### config.mk
export PLATFORM = sky130hd
export DESIGN_NAME = handheld_console_timer
export DESIGN_NICKNAME = d
export VERILOG_FILES = /design/src/rtl/core/hct_pkg.sv /design/src/rtl/core/hct_ctrl.sv /design/src/rtl/core/hct_dp.sv /design/src/rtl/core/handheld_console_timer.sv
export SDC_FILE = /design/constraint.sdc
export NUM_CORES = 1
export LEC_CHECK = 0
export ABC_CLOCK_PERIOD_IN_PS = 6400
export BUFFER_PORTS_ARGS = -buffer_cell sky130_fd_sc_hd__buf_4
export CAP_MARGIN = 5
export CELL_PAD_IN_SITES_DETAIL_PLACEMENT = 1
export CELL_PAD_IN_SITES_GLOBAL_PLACEMENT = 1
export CORE_ASPECT_RATIO = 1.4
export CORE_MARGIN = 1.5
export CORE_UTILIZATION = 45
export DETAILED_ROUTE_END_ITERATION = 10
export GPL_TIMING_DRIVEN = 0
export PLACE_DENSITY = 0.74
export SYNTH_ARGS = -nofsm -noshare
export SYNTH_HDL_FRONTEND = slang
export SYNTH_SLANG_ARGS = --single-unit
### constraint.sdc
create_clock -name clk_i -period 6.4 [get_ports clk_i]
set_input_delay 0.96 -clock clk_i [delete_from_list [all_inputs] [get_ports clk_i]]
set_output_delay 0.96 -clock clk_i [all_outputs]
set_load 0.01 [all_outputs]
### src/rtl/core/hct_pkg.sv
// Types, constants and codes shared by the timer modules.
package hct_pkg;

  localparam int MAX_TICKS  = 255;
  localparam int TICK_W     = $clog2(MAX_TICKS + 1);
  localparam int CMP_W      = (TICK_W > 8) ? TICK_W : 8;
  localparam int NUM_PRE    = 4;
  localparam int LEFT_W     = 11;
  localparam int MIN_PERIOD = 16;
  localparam int CROSS_W    = $clog2(MAX_TICKS / MIN_PERIOD + 2);

  localparam logic [LEFT_W-1:0] PERIOD [NUM_PRE] = '{11'd1024, 11'd16, 11'd64, 11'd256};
  localparam logic [3:0] PERIOD_SH [NUM_PRE] = '{4'd10, 4'd4, 4'd6, 4'd8};

  localparam logic [7:0] CTRL_RESET     = 8'hF8;
  localparam logic [7:0] CTRL_READ_MASK = 8'hF8;
  localparam int         CTRL_EN_BIT    = 2;

  typedef enum logic [1:0] {
    REQ_TICK  = 2'd0,
    REQ_READ  = 2'd1,
    REQ_WRITE = 2'd2,
    REQ_NONE  = 2'd3
  } req_e;

  typedef enum logic [1:0] {
    SEL_DIV  = 2'd0,
    SEL_CNT  = 2'd1,
    SEL_MOD  = 2'd2,
    SEL_CTRL = 2'd3
  } sel_e;

  typedef struct packed {
    logic accept;
    logic step;
    logic load_out;
  } hct_cmd_t;

  typedef struct packed {
    logic start_count;
    logic cnt_last;
  } hct_status_t;

endpackage

### src/rtl/core/hct_ctrl.sv
// Controller state machine of the timer: sequences accept, counting and result hand-off.
module hct_ctrl (
  input  logic                clk_i,
  input  logic                rst_ni,
  input  logic                in_valid_i,
  output logic                in_stall_o,
  output logic                out_valid_o,
  input  logic                out_stall_i,
  input  hct_pkg::hct_status_t status_i,
  output hct_pkg::hct_cmd_t   cmd_o
);
  import hct_pkg::*;

  typedef enum logic [1:0] {
    ST_IDLE   = 2'd0,
    ST_COUNT  = 2'd1,
    ST_FINISH = 2'd2
  } state_e;

  state_e state_q, state_d;
  logic   out_valid_q, out_valid_d;

  always_comb begin
    cmd_o       = '0;
    state_d     = state_q;
    out_valid_d = out_valid_q;
    if (out_valid_q && !out_stall_i) begin
      out_valid_d = 1'b0;
    end
    case (state_q)
      ST_IDLE: begin
        if (in_valid_i) begin
          cmd_o.accept = 1'b1;
          state_d      = status_i.start_count ? ST_COUNT : ST_FINISH;
        end
      end
      ST_COUNT: begin
        cmd_o.step = 1'b1;
        if (status_i.cnt_last) begin
          state_d = ST_FINISH;
        end
      end
      ST_FINISH: begin
        // The result moves to the output register once it is free or being taken.
        if (!out_valid_q || !out_stall_i) begin
          cmd_o.load_out = 1'b1;
          out_valid_d    = 1'b1;
          state_d        = ST_IDLE;
        end
      end
      default: begin
        state_d = ST_IDLE;
      end
    endcase
  end

  always_ff @(posedge clk_i or negedge rst_ni) begin
    if (!rst_ni) begin
      state_q     <= ST_IDLE;
      out_valid_q <= 1'b0;
    end else begin
      state_q     <= state_d;
      out_valid_q <= out_valid_d;
    end
  end

  assign in_stall_o  = (state_q != ST_IDLE);
  assign out_valid_o = out_valid_q;

endmodule

### src/rtl/core/hct_dp.sv
// Datapath of the timer: registers, prescalers, counter stepping and output register.
module hct_dp (
  input  logic                 clk_i,
  input  logic                 rst_ni,
  input  logic [1:0]           req_type_i,
  input  logic [1:0]           reg_sel_i,
  input  logic [7:0]           write_data_i,
  input  logic [7:0]           tick_count_i,
  input  hct_pkg::hct_cmd_t    cmd_i,
  output hct_pkg::hct_status_t status_o,
  output logic [7:0]           read_data_o,
  output logic                 timer_irq_o
);
  import hct_pkg::*;

  logic [15:0]         div_q, div_d;
  logic [7:0]          cnt_q, cnt_d;
  logic [7:0]          mod_q, mod_d;
  logic [7:0]          ctrl_q, ctrl_d;
  logic [LEFT_W-1:0]   pre_q [NUM_PRE];
  logic [LEFT_W-1:0]   pre_d [NUM_PRE];
  logic [CROSS_W-1:0]  remain_q, remain_d;
  logic [7:0]          rd_q, rd_d;
  logic                irq_q, irq_d;
  logic [7:0]          out_rd_q;
  logic                out_irq_q;

  logic [CMP_W-1:0]    tick_ext;
  logic [TICK_W-1:0]   ticks;
  logic [LEFT_W-1:0]   ticks_ext;
  logic [TICK_W-1:0]   deficit [NUM_PRE];
  logic [LEFT_W-1:0]   left_new [NUM_PRE];
  logic [CROSS_W-1:0]  cross_cnt [NUM_PRE];
  logic [CROSS_W-1:0]  cross_sel;
  logic                timer_en;
  req_e                req;
  sel_e                sel;

  assign req      = req_e'(req_type_i);
  assign sel      = sel_e'(reg_sel_i);
  assign timer_en = ctrl_q[CTRL_EN_BIT];

  // Tick count saturation and per-prescaler advance; periods are powers of two.
  always_comb begin
    tick_ext  = CMP_W'(tick_count_i);
    ticks     = (tick_ext > CMP_W'(MAX_TICKS)) ? TICK_W'(MAX_TICKS) : TICK_W'(tick_ext);
    ticks_ext = LEFT_W'(ticks);
    for (int i = 0; i < NUM_PRE; i++) begin
      deficit[i] = '0;
      if (pre_q[i] > ticks_ext) begin
        left_new[i]  = pre_q[i] - ticks_ext;
        cross_cnt[i] = '0;
      end else begin
        deficit[i]   = TICK_W'(ticks_ext - pre_q[i]);
        cross_cnt[i] = CROSS_W'(1) + CROSS_W'(deficit[i] >> PERIOD_SH[i]);
        left_new[i]  = PERIOD[i] - LEFT_W'(deficit[i] & TICK_W'(PERIOD[i] - LEFT_W'(1)));
      end
    end
  end

  assign cross_sel            = cross_cnt[ctrl_q[1:0]];
  assign status_o.start_count = (req == REQ_TICK) && timer_en && (cross_sel != '0);
  assign status_o.cnt_last    = (remain_q == CROSS_W'(1));

  always_comb begin
    div_d    = div_q;
    cnt_d    = cnt_q;
    mod_d    = mod_q;
    ctrl_d   = ctrl_q;
    pre_d    = pre_q;
    remain_d = remain_q;
    rd_d     = rd_q;
    irq_d    = irq_q;
    if (cmd_i.accept) begin
      rd_d     = '0;
      irq_d    = 1'b0;
      remain_d = '0;
      case (req)
        REQ_TICK: begin
          div_d = div_q + 16'(ticks);
          pre_d = left_new;
          if (timer_en) begin
            remain_d = cross_sel;
          end
        end
        REQ_READ: begin
          case (sel)
            SEL_DIV:  rd_d = div_q[15:8];
            SEL_CNT:  rd_d = cnt_q;
            SEL_MOD:  rd_d = mod_q;
            SEL_CTRL: rd_d = ctrl_q | CTRL_READ_MASK;
            default:  rd_d = '0;
          endcase
        end
        REQ_WRITE: begin
          case (sel)
            SEL_DIV: begin
              div_d = '0;
              pre_d = PERIOD;
            end
            SEL_CNT:  cnt_d  = write_data_i;
            SEL_MOD:  mod_d  = write_data_i;
            SEL_CTRL: ctrl_d = write_data_i;
            default:  ctrl_d = ctrl_q;
          endcase
        end
        default: begin
          rd_d = '0;
        end
      endcase
    end else if (cmd_i.step) begin
      // One counter increment per cycle; an overflow reloads from the modulo register.
      remain_d = remain_q - CROSS_W'(1);
      if (cnt_q == 8'hFF) begin
        cnt_d = mod_q;
        irq_d = 1'b1;
      end else begin
        cnt_d = cnt_q + 8'd1;
      end
    end
  end

  always_ff @(posedge clk_i or negedge rst_ni) begin
    if (!rst_ni) begin
      div_q    <= '0;
      cnt_q    <= '0;
      mod_q    <= '0;
      ctrl_q   <= CTRL_RESET;
      pre_q    <= PERIOD;
      remain_q <= '0;
    end else begin
      div_q    <= div_d;
      cnt_q    <= cnt_d;
      mod_q    <= mod_d;
      ctrl_q   <= ctrl_d;
      pre_q    <= pre_d;
      remain_q <= remain_d;
    end
  end

  always_ff @(posedge clk_i) begin
    rd_q  <= rd_d;
    irq_q <= irq_d;
    if (cmd_i.load_out) begin
      out_rd_q  <= rd_q;
      out_irq_q <= irq_q;
    end
  end

  assign read_data_o = out_rd_q;
  assign timer_irq_o = out_irq_q;

endmodule

### src/rtl/core/handheld_console_timer.sv
// Top level of the handheld console timer: controller plus datapath.
//
//   Channel  Direction  Handshake                  Payload
//   in       input      in_valid_i / in_stall_o    req_type_i reg_sel_i write_data_i tick_count_i
//   out      output     out_valid_o / out_stall_i  read_data_o timer_irq_o
//
// An item takes an accept step, one counter increment per cycle, and a move to the output
// register; the increments are set by the crossings of the selected prescaler (up to 16
// for the period-16 prescaler at 255 ticks).
// Reset is asynchronous and sets the state and timer registers at once, not the result ones.
// A stalled result holds in the output register; the next item is still taken and waits
// in its final cycle until the output register is free.
module handheld_console_timer (
  input  logic       clk_i,
  input  logic       rst_ni,
  input  logic       in_valid_i,
  output logic       in_stall_o,
  input  logic [1:0] req_type_i,
  input  logic [1:0] reg_sel_i,
  input  logic [7:0] write_data_i,
  input  logic [7:0] tick_count_i,
  output logic       out_valid_o,
  input  logic       out_stall_i,
  output logic [7:0] read_data_o,
  output logic       timer_irq_o
);
  import hct_pkg::*;

  hct_cmd_t    cmd;
  hct_status_t status;

  hct_ctrl u_ctrl (
    .clk_i       (clk_i),
    .rst_ni      (rst_ni),
    .in_valid_i  (in_valid_i),
    .in_stall_o  (in_stall_o),
    .out_valid_o (out_valid_o),
    .out_stall_i (out_stall_i),
    .status_i    (status),
    .cmd_o       (cmd)
  );

  hct_dp u_dp (
    .clk_i        (clk_i),
    .rst_ni       (rst_ni),
    .req_type_i   (req_type_i),
    .reg_sel_i    (reg_sel_i),
    .write_data_i (write_data_i),
    .tick_count_i (tick_count_i),
    .cmd_i        (cmd),
    .status_o     (status),
    .read_data_o  (read_data_o),
    .timer_irq_o  (timer_irq_o)
  );

endmodule

==> results of run 1 <==
critical path, cell delays in order:
cell,delay [ns]
buf_4,0.19
inv_1,0.23
ha_1,0.43
clkbuf_1,0.39
inv_1,0.14
a2111oi_0,0.38
nand3b_1,0.17
ha_1,0.29
and2_1,0.21
o211ai_1,0.18
o2111ai_1,0.14
nor3_1,0.21
o32ai_1,0.16
a211oi_1,0.39
o211ai_1,0.13
metrics by stage:
stage               cells  instance area, sq um  total power (W)
floorplan             956                  8490          0.00319
global placement     1232                  9040          0.00383
detailed placement   1232                  9040          0.00392
CTS                  1248                  9350          0.00452
global route         1249                  9380          0.00491
finish               1249                  9380          0.00452
cells by family (layout without fill, tap and decap cells):
family          after synthesis  in the layout  share of synthesized area, %
mux                          32             32                          4.38
compound gates              290            290                          22.1
xor+xnor                     76             76                          7.84
fa+ha+maj                    86             86                          13.5
simple gates                258            258                          15.5
flops                       105            105                          31.9
buf+inv                     109            158                          4.83
how the worst max path moves through the flow:
stage / startpoint / end / depth (start not counted)
finish: tick_count_i[5] / u_ctrl.state_q[0] / 15
CTS: tick_count_i[5] / u_ctrl.state_q[0] / 15
detailed placement: tick_count_i[5] / u_ctrl.state_q[0] / 15
global route: tick_count_i[5] / u_ctrl.state_q[0] / 15
floorplan: tick_count_i[5] / u_ctrl.state_q[0] / 14
global placement: tick_count_i[5] / u_ctrl.state_q[0] / 15
layout make-up:
cell class | count | area [sq um]
multi-input combinational | 742 | 5370
buffer | 42 | 159
sequential | 105 | 2710
inverter | 67 | 251
clock buffer | 9 | 225
clock inverter | 7 | 82.6
timing repair buffer | 33 | 268
tap | 244 | 305
fill | 2187 | 9150
power by group through the flow:
| stage | Clock (W) | Sequential [W] | Combinational (W) |
|---|---|---|---|
| final | 0.000579 | 0.00117 | 0.00277 |
| after detailed placement | 0 | 0.00117 | 0.00274 |
| after global routing | 0.000617 | 0.00120 | 0.00309 |
| after floorplan | 0 | 0.00112 | 0.00207 |
| after CTS | 0.000593 | 0.00117 | 0.00276 |
| after global placement | 0 | 0.00117 | 0.00266 |
cells in the mapped netlist (all sizes together) (21+ instances only):
| cell | n | area, sq um |
|---|---|---|
| nand2 | 67 | 251 |
| a21o | 21 | 158 |
| nor2 | 60 | 225 |
| dfrtp | 83 | 2080 |
| clkbuf | 37 | 139 |
| inv | 66 | 248 |
| xnor2 | 51 | 447 |
| xor2 | 25 | 219 |
| a21oi | 72 | 360 |
| o21ai | 61 | 305 |
| o22ai | 22 | 138 |
| nor3 | 21 | 105 |
| ha | 77 | 963 |
registers in the layout, summed over array words and instances, names as in the netlist:
register            count
u_dp.pre_q             44
u_dp.div_q             16
u_dp.cnt_q              8
u_dp.mod_q              8
u_dp.rd_q               8
u_dp.read_data_o        8
u_dp.remain_q           5
u_dp.ctrl_q             3
u_ctrl.state_q          2
u_ctrl.out_valid_o      1
u_dp.irq_q              1
u_dp.timer_irq_o        1
per-layer routing:
layer | share of wire, % | up-vias | track usage (%)
met4 | 3.8 | 0 | 11.2
met2 | 53 | 121 | 52.3
met3 | 2.2 | 51 | 3.02
li1 | - | 3533 | -
met5 | 0 | - | 0
met1 | 41 | 3641 | 30.1
==> results.sh, run 1 <==
export IMPL_status="finished clean"
export IMPL_dieArea_sq_um=19700
export IMPL_dr_first_iter_drc_count=287
export IMPL_ys_warn_count=0
export IMPL_final_nets=1110
export IMPL_ant_nets=0
export IMPL_cts_tree="done"
export IMPL_hold_start="u_dp.rd_q[7]"
export IMPL_yosysUniqueCellTypes=73
export IMPL_end_kind="flop"
export IMPL_p_switching_w=0.00213
export IMPL_viasPerCell=5.88
export IMPL_io_buffers=32
export IMPL_ys_ff_latch=105
export IMPL_rows=59
export IMPL_grt_pass1_vias=7864
export IMPL_syn_to_final_growth_pct=10.4
export IMPL_dr_pass1_iters=5
export IMPL_setup_violations=0
export IMPL_cts_root_buffer="clkbuf_16"
export IMPL_synth_seq_area_share_pct=31.9
export IMPL_cts_num_sinks=105
export IMPL_start_util_pct=45.8
export IMPL_skew_ns=0.00962
export IMPL_cts_buffers=9
export IMPL_critPathMaxFanout=10
export IMPL_critPathArrivalTime_ns=4.60
export IMPL_hold_depth=0
export IMPL_p_clk_share_pct=12.8
export IMPL_syn_num_nets=1066
export IMPL_h_tree_depth=3
export IMPL_p_int_w=0.00238
export IMPL_clockBufferDepth=2
export IMPL_hp_class="reg -> reg"
export IMPL_slew_headroom_pct=8.25
export IMPL_final_hold_viol_count=0
export IMPL_via_count=7346
export IMPL_mostFrequentLayoutCell="dfrtp_1"
export IMPL_drc=0
export IMPL_synth_enable_flop_cells=17
export IMPL_syn_area_per_cell_sq_um=8.88
export IMPL_p_leak_nw=4.09
export IMPL_ctsHoldBuffers=0
export IMPL_postCtsSetupBuffers=0
export IMPL_routed_wl_microns=25900
export IMPL_ff2ff_path_depth=13
export IMPL_combPwrFrac_pct=61.3
export IMPL_layout_drive_gt1_share_pct=8.36
export IMPL_max_cap_violations=0
export IMPL_finalCriticalPeriod_ns=4.36
export IMPL_die_w_microns=119
export IMPL_fmax_mhz=229
export IMPL_async_flop_share_pct=82.9
export IMPL_r2r_end="u_ctrl.state_q[0]"
export IMPL_netlist_instances=956
export IMPL_startpoint_type="input port"
export IMPL_io_pins=35
export IMPL_antenna_found_initial=0
export IMPL_grt_max_degree=88
export IMPL_final_cell_mix="dfrtp_1, ha_1, a21oi_1"
export IMPL_coreArea_sq_um=18500
export IMPL_hpwl_microns=19800
export IMPL_path_class="in -> reg"
export IMPL_wl_per_cell_microns=20.7
export IMPL_die_h_microns=166
export IMPL_gp_congestion=0.877
export IMPL_pwr_density_cell_nw_per_um2=481
export IMPL_overflow=0
export IMPL_drv_slew=0
export IMPL_hold_ws_ns=0.427
export IMPL_clk_pin_slew_ns=0.08
export IMPL_p_seq_share_pct=25.8
export IMPL_worstMarginPinSlew_ns=1.34
export IMPL_final_setup_tns_ns=0
export IMPL_layout_setup_ws_ns=2.04
export IMPL_syn_area_sq_um=8490
export IMPL_grt_setup_unrepaired="false"
export IMPL_reg2reg_from="u_dp.pre_q[27]"
export IMPL_grt_pass1_wl_microns=41400
export IMPL_switching_share_pct=47.3
export IMPL_diodes=0
export IMPL_min_to="u_dp.read_data_o[7]"
export IMPL_ctsResizeCount=0
export IMPL_cp_required_ns=6.64
export IMPL_synthFlopType="dfrtp_1"
export IMPL_irDropWorstVdd_v=0.000173
export IMPL_insertion_delay_ns=0.37
export IMPL_fin_crit_sh_pct=68.2
export IMPL_pre_cts_ws_ns=1.73
export IMPL_rrSetupSlack_ns=2.73
export IMPL_fin_util_pct=50.6
export IMPL_globalRouteTotalUtil_pct=27.1
(Power assumes the default switching activity.)
==> run 2: changes to the inputs <==
--- a/config.mk
+++ b/config.mk
@@ -5,17 +5,17 @@
 export SDC_FILE = /design/constraint.sdc
 export NUM_CORES = 1
 export LEC_CHECK = 0
-export ABC_CLOCK_PERIOD_IN_PS = 6400
+export ABC_CLOCK_PERIOD_IN_PS = 3500
 export BUFFER_PORTS_ARGS = -buffer_cell sky130_fd_sc_hd__buf_4
 export CAP_MARGIN = 5
 export CELL_PAD_IN_SITES_DETAIL_PLACEMENT = 1
 export CELL_PAD_IN_SITES_GLOBAL_PLACEMENT = 1
 export CORE_ASPECT_RATIO = 1.4
 export CORE_MARGIN = 1.5
-export CORE_UTILIZATION = 45
+export CORE_UTILIZATION = 44
 export DETAILED_ROUTE_END_ITERATION = 10
 export GPL_TIMING_DRIVEN = 0
-export PLACE_DENSITY = 0.74
+export PLACE_DENSITY = 0.75
 export SYNTH_ARGS = -nofsm -noshare
 export SYNTH_HDL_FRONTEND = slang
 export SYNTH_SLANG_ARGS = --single-unit
==> constraint.sdc (replaced) <==
create_clock -name clk_i -period 3.5 [get_ports clk_i]
set_input_delay 0.525 -clock clk_i [delete_from_list [all_inputs] [get_ports clk_i]]
set_output_delay 0.525 -clock clk_i [all_outputs]
set_load 0.01 [all_outputs]
==> results.sh, run 2 (synthesis gave the netlist of run 1 again) <==
export IMPL_clockBufferDepth=2
export IMPL_path_class="in -> reg"
export IMPL_hpwl_microns=19700
export IMPL_switching_share_pct=47.1
export IMPL_p_int_w=0.00441
export IMPL_p_clk_share_pct=12.3
export IMPL_startpoint_type="input port"
export IMPL_dr_first_iter_drc_count=315
export IMPL_max_cap_violations=0
export IMPL_globalRouteTotalUtil_pct=26.6
export IMPL_syn_to_final_growth_pct=11.0
export IMPL_cts_root_buffer="clkbuf_16"
export IMPL_antenna_found_initial=0
export IMPL_cts_num_sinks=105
export IMPL_cp_common_cell="nand2b_1"
export IMPL_irDropWorstVdd_v=0.000331
export IMPL_ant_nets=0
export IMPL_top_layer="met4"
export IMPL_fin_crit_sh_pct=94.1
export IMPL_wl_per_cell_microns=20.7
export IMPL_hp_class="in -> async"
export IMPL_crit_slowest_cell="a2111oi_1"
export IMPL_p_seq_share_pct=25.9
export IMPL_dr_wl_met3_microns=790
export IMPL_finalCriticalPeriod_ns=3.29
export IMPL_top_regs="u_dp.pre_q: 44 flops, u_dp.div_q: 16 flops"
export IMPL_met1_length_microns=10200
export IMPL_pwr_density_cell_nw_per_um2=886
export IMPL_p_switching_w=0.00393
export IMPL_ctsHoldBuffers=0
export IMPL_grt_pass1_wl_microns=41500
export IMPL_via_count=7370
export IMPL_n_fill_cell=2233
export IMPL_slowest_delay_ns=0.50
export IMPL_drv_slew=0
export IMPL_top_register="u_dp.pre_q"
export IMPL_rows=59
export IMPL_final_hold_viol_count=0
export IMPL_mostFrequentLayoutCell="dfrtp_1"
export IMPL_layout_drive_gt1_share_pct=10.1
export IMPL_io_pins=35
export IMPL_cts_tree="done"
export IMPL_die_h_microns=167
export IMPL_skew_ns=0.00678
export IMPL_critPathMaxFanout=6
export IMPL_fmax_mhz=304
export IMPL_dr_pass1_iters=4
export IMPL_final_cell_mix="dfrtp_1, ha_1, a21oi_1"
export IMPL_slew_headroom_pct=19.2
export IMPL_cp_top_family="compound AO/OA/AOI/OAI gates"
export IMPL_crit_chain="buf_4 > inv_1 > ha_1 > fa_1 > nand2b_1 > a21oi_1 > xor2_1 > ha_2 > nand2b_1 > a2111oi_1 > nor3_2 > o32ai_2 > a211oi_2 > a21o_1"
export IMPL_p_leak_nw=4.08
export IMPL_pre_cts_ws_ns=-0.699
export IMPL_postPlaceCellArea_sq_um=9040
export IMPL_worstMarginPinSlew_ns=1.18
export IMPL_diodes=0
export IMPL_coreArea_sq_um=18800
export IMPL_die_w_microns=120
export IMPL_setup_violations=0
export IMPL_clk_pin_slew_ns=0.08
export IMPL_status="finished clean"
export IMPL_drc=0
export IMPL_regArea_sq_um=2710
export IMPL_grt_pass1_vias=7866
export IMPL_combPwrFrac_pct=61.8
export IMPL_layout_setup_ws_ns=0.205
export IMPL_overflow=0
export IMPL_grt_max_degree=88
export IMPL_end_kind="flop"
export IMPL_final_setup_tns_ns=0
export IMPL_multi_input_area_sq_um=5440
export IMPL_insertion_delay_ns=0.36
export IMPL_viasPerCell=5.91
export IMPL_start_util_pct=45.3
export IMPL_cts_buffers=9
export IMPL_routed_wl_microns=25900
export IMPL_io_buffers=32
export IMPL_critPathArrivalTime_ns=3.55
export IMPL_crit_buf_inv=2
export IMPL_gp_congestion=0.880
export IMPL_final_nets=1108
export IMPL_met2WireLength_microns=13700
export IMPL_cp_required_ns=3.76
export IMPL_largest_reg_flops=44
export IMPL_grt_setup_unrepaired="false"
export IMPL_dieArea_sq_um=20200
export IMPL_fin_area_sq_um=9420
export IMPL_h_tree_depth=3
run 2: cell count changes in the layout (fill, tap and decap cells not counted), moves of 2 or more:
cell,change
inv_8,-2
ha_1,-4
clkinvlp_4,+2
a2111oi_0,-2
a211oi_1,-3
a211oi_2,+3
ha_2,+3
buf_4,+2
clkbuf_1,-5
inv_1,-2
run 2: power groups by stage:
| stage | clock [W] | sequential, W | combinational (W) |
|---|---|---|---|
| after global placement | 0 | 0.00215 | 0.00489 |
| after floorplan | 0 | 0.00205 | 0.00379 |
| after global routing | 0.00109 | 0.00222 | 0.00577 |
| after detailed placement | 0 | 0.00217 | 0.00501 |
| after CTS | 0.00105 | 0.00215 | 0.00511 |
| final | 0.00103 | 0.00216 | 0.00516 |
run 2: layout make-up:
type                       count  area share, %
multi-input combinational    742           57.7
sequential                   105           28.8
tap                          244           3.24
timing repair buffer          35           2.83
inverter                      67           2.75
clock buffer                   9           2.39
buffer                        38           1.57
clock inverter                 7          0.690
run 2: worst paths after layout:
check                                 from                  end  slack [ns]  depth (start not counted)
setup / recovery           tick_count_i[0]    u_ctrl.state_q[1]        0.21                         14
hold / removal                      rst_ni        u_dp.pre_q[3]        0.40                          1
setup reg to reg             u_dp.div_q[0]        u_dp.div_q[8]        0.25                          9
hold reg to reg               u_dp.rd_q[7]  u_dp.read_data_o[7]        0.43                          0
max in group asynchronous           rst_ni   u_ctrl.out_valid_o        2.33                          1
min in group clk_i             out_stall_i   u_ctrl.out_valid_o        0.40                          3
run 2: worst reg2reg max path, cell delays in order (launching register included):
cell and delay, ns:
dfrtp_1 0.40, ha_1 0.22, fa_1 0.43, a21o_1 0.22, a21oi_1 0.24, o21bai_1 0.11
a2111oi_0 1.04, nor3_1 0.19, xnor2_1 0.20, nor2_1 0.06
run 2: what timing repair did:
action | CTS | global route
resized for setup | 6 | 15
setup buffers | 3 | 0
setup endpoints to repair | 6 | 18
pin swaps | 0 | 2
run 2: stage by stage:
| stage | total power, W | hold slack (ns) | instances | utilization, % |
|---|---|---|---|---|
| final | 0.00834 | 0.395 | 1247 | 50.3 |
| after global routing | 0.00908 | 0.409 | 1247 | 50.3 |
| after CTS | 0.00832 | 0.391 | 1249 | 49.9 |
| after detailed placement | 0.00718 | 0.407 | 1232 | 48.2 |
| after global placement | 0.00703 | 0.404 | 1232 | 48.2 |
| after floorplan | 0.00584 | 0.229 | 956 | - |
run 2: routing by layer:
metal,vias up,global-route usage (%)
li1,3530,-
met1,3669,30.5
met2,119,48.7
met3,52,2.90
met4,0,12.9
met5,-,0
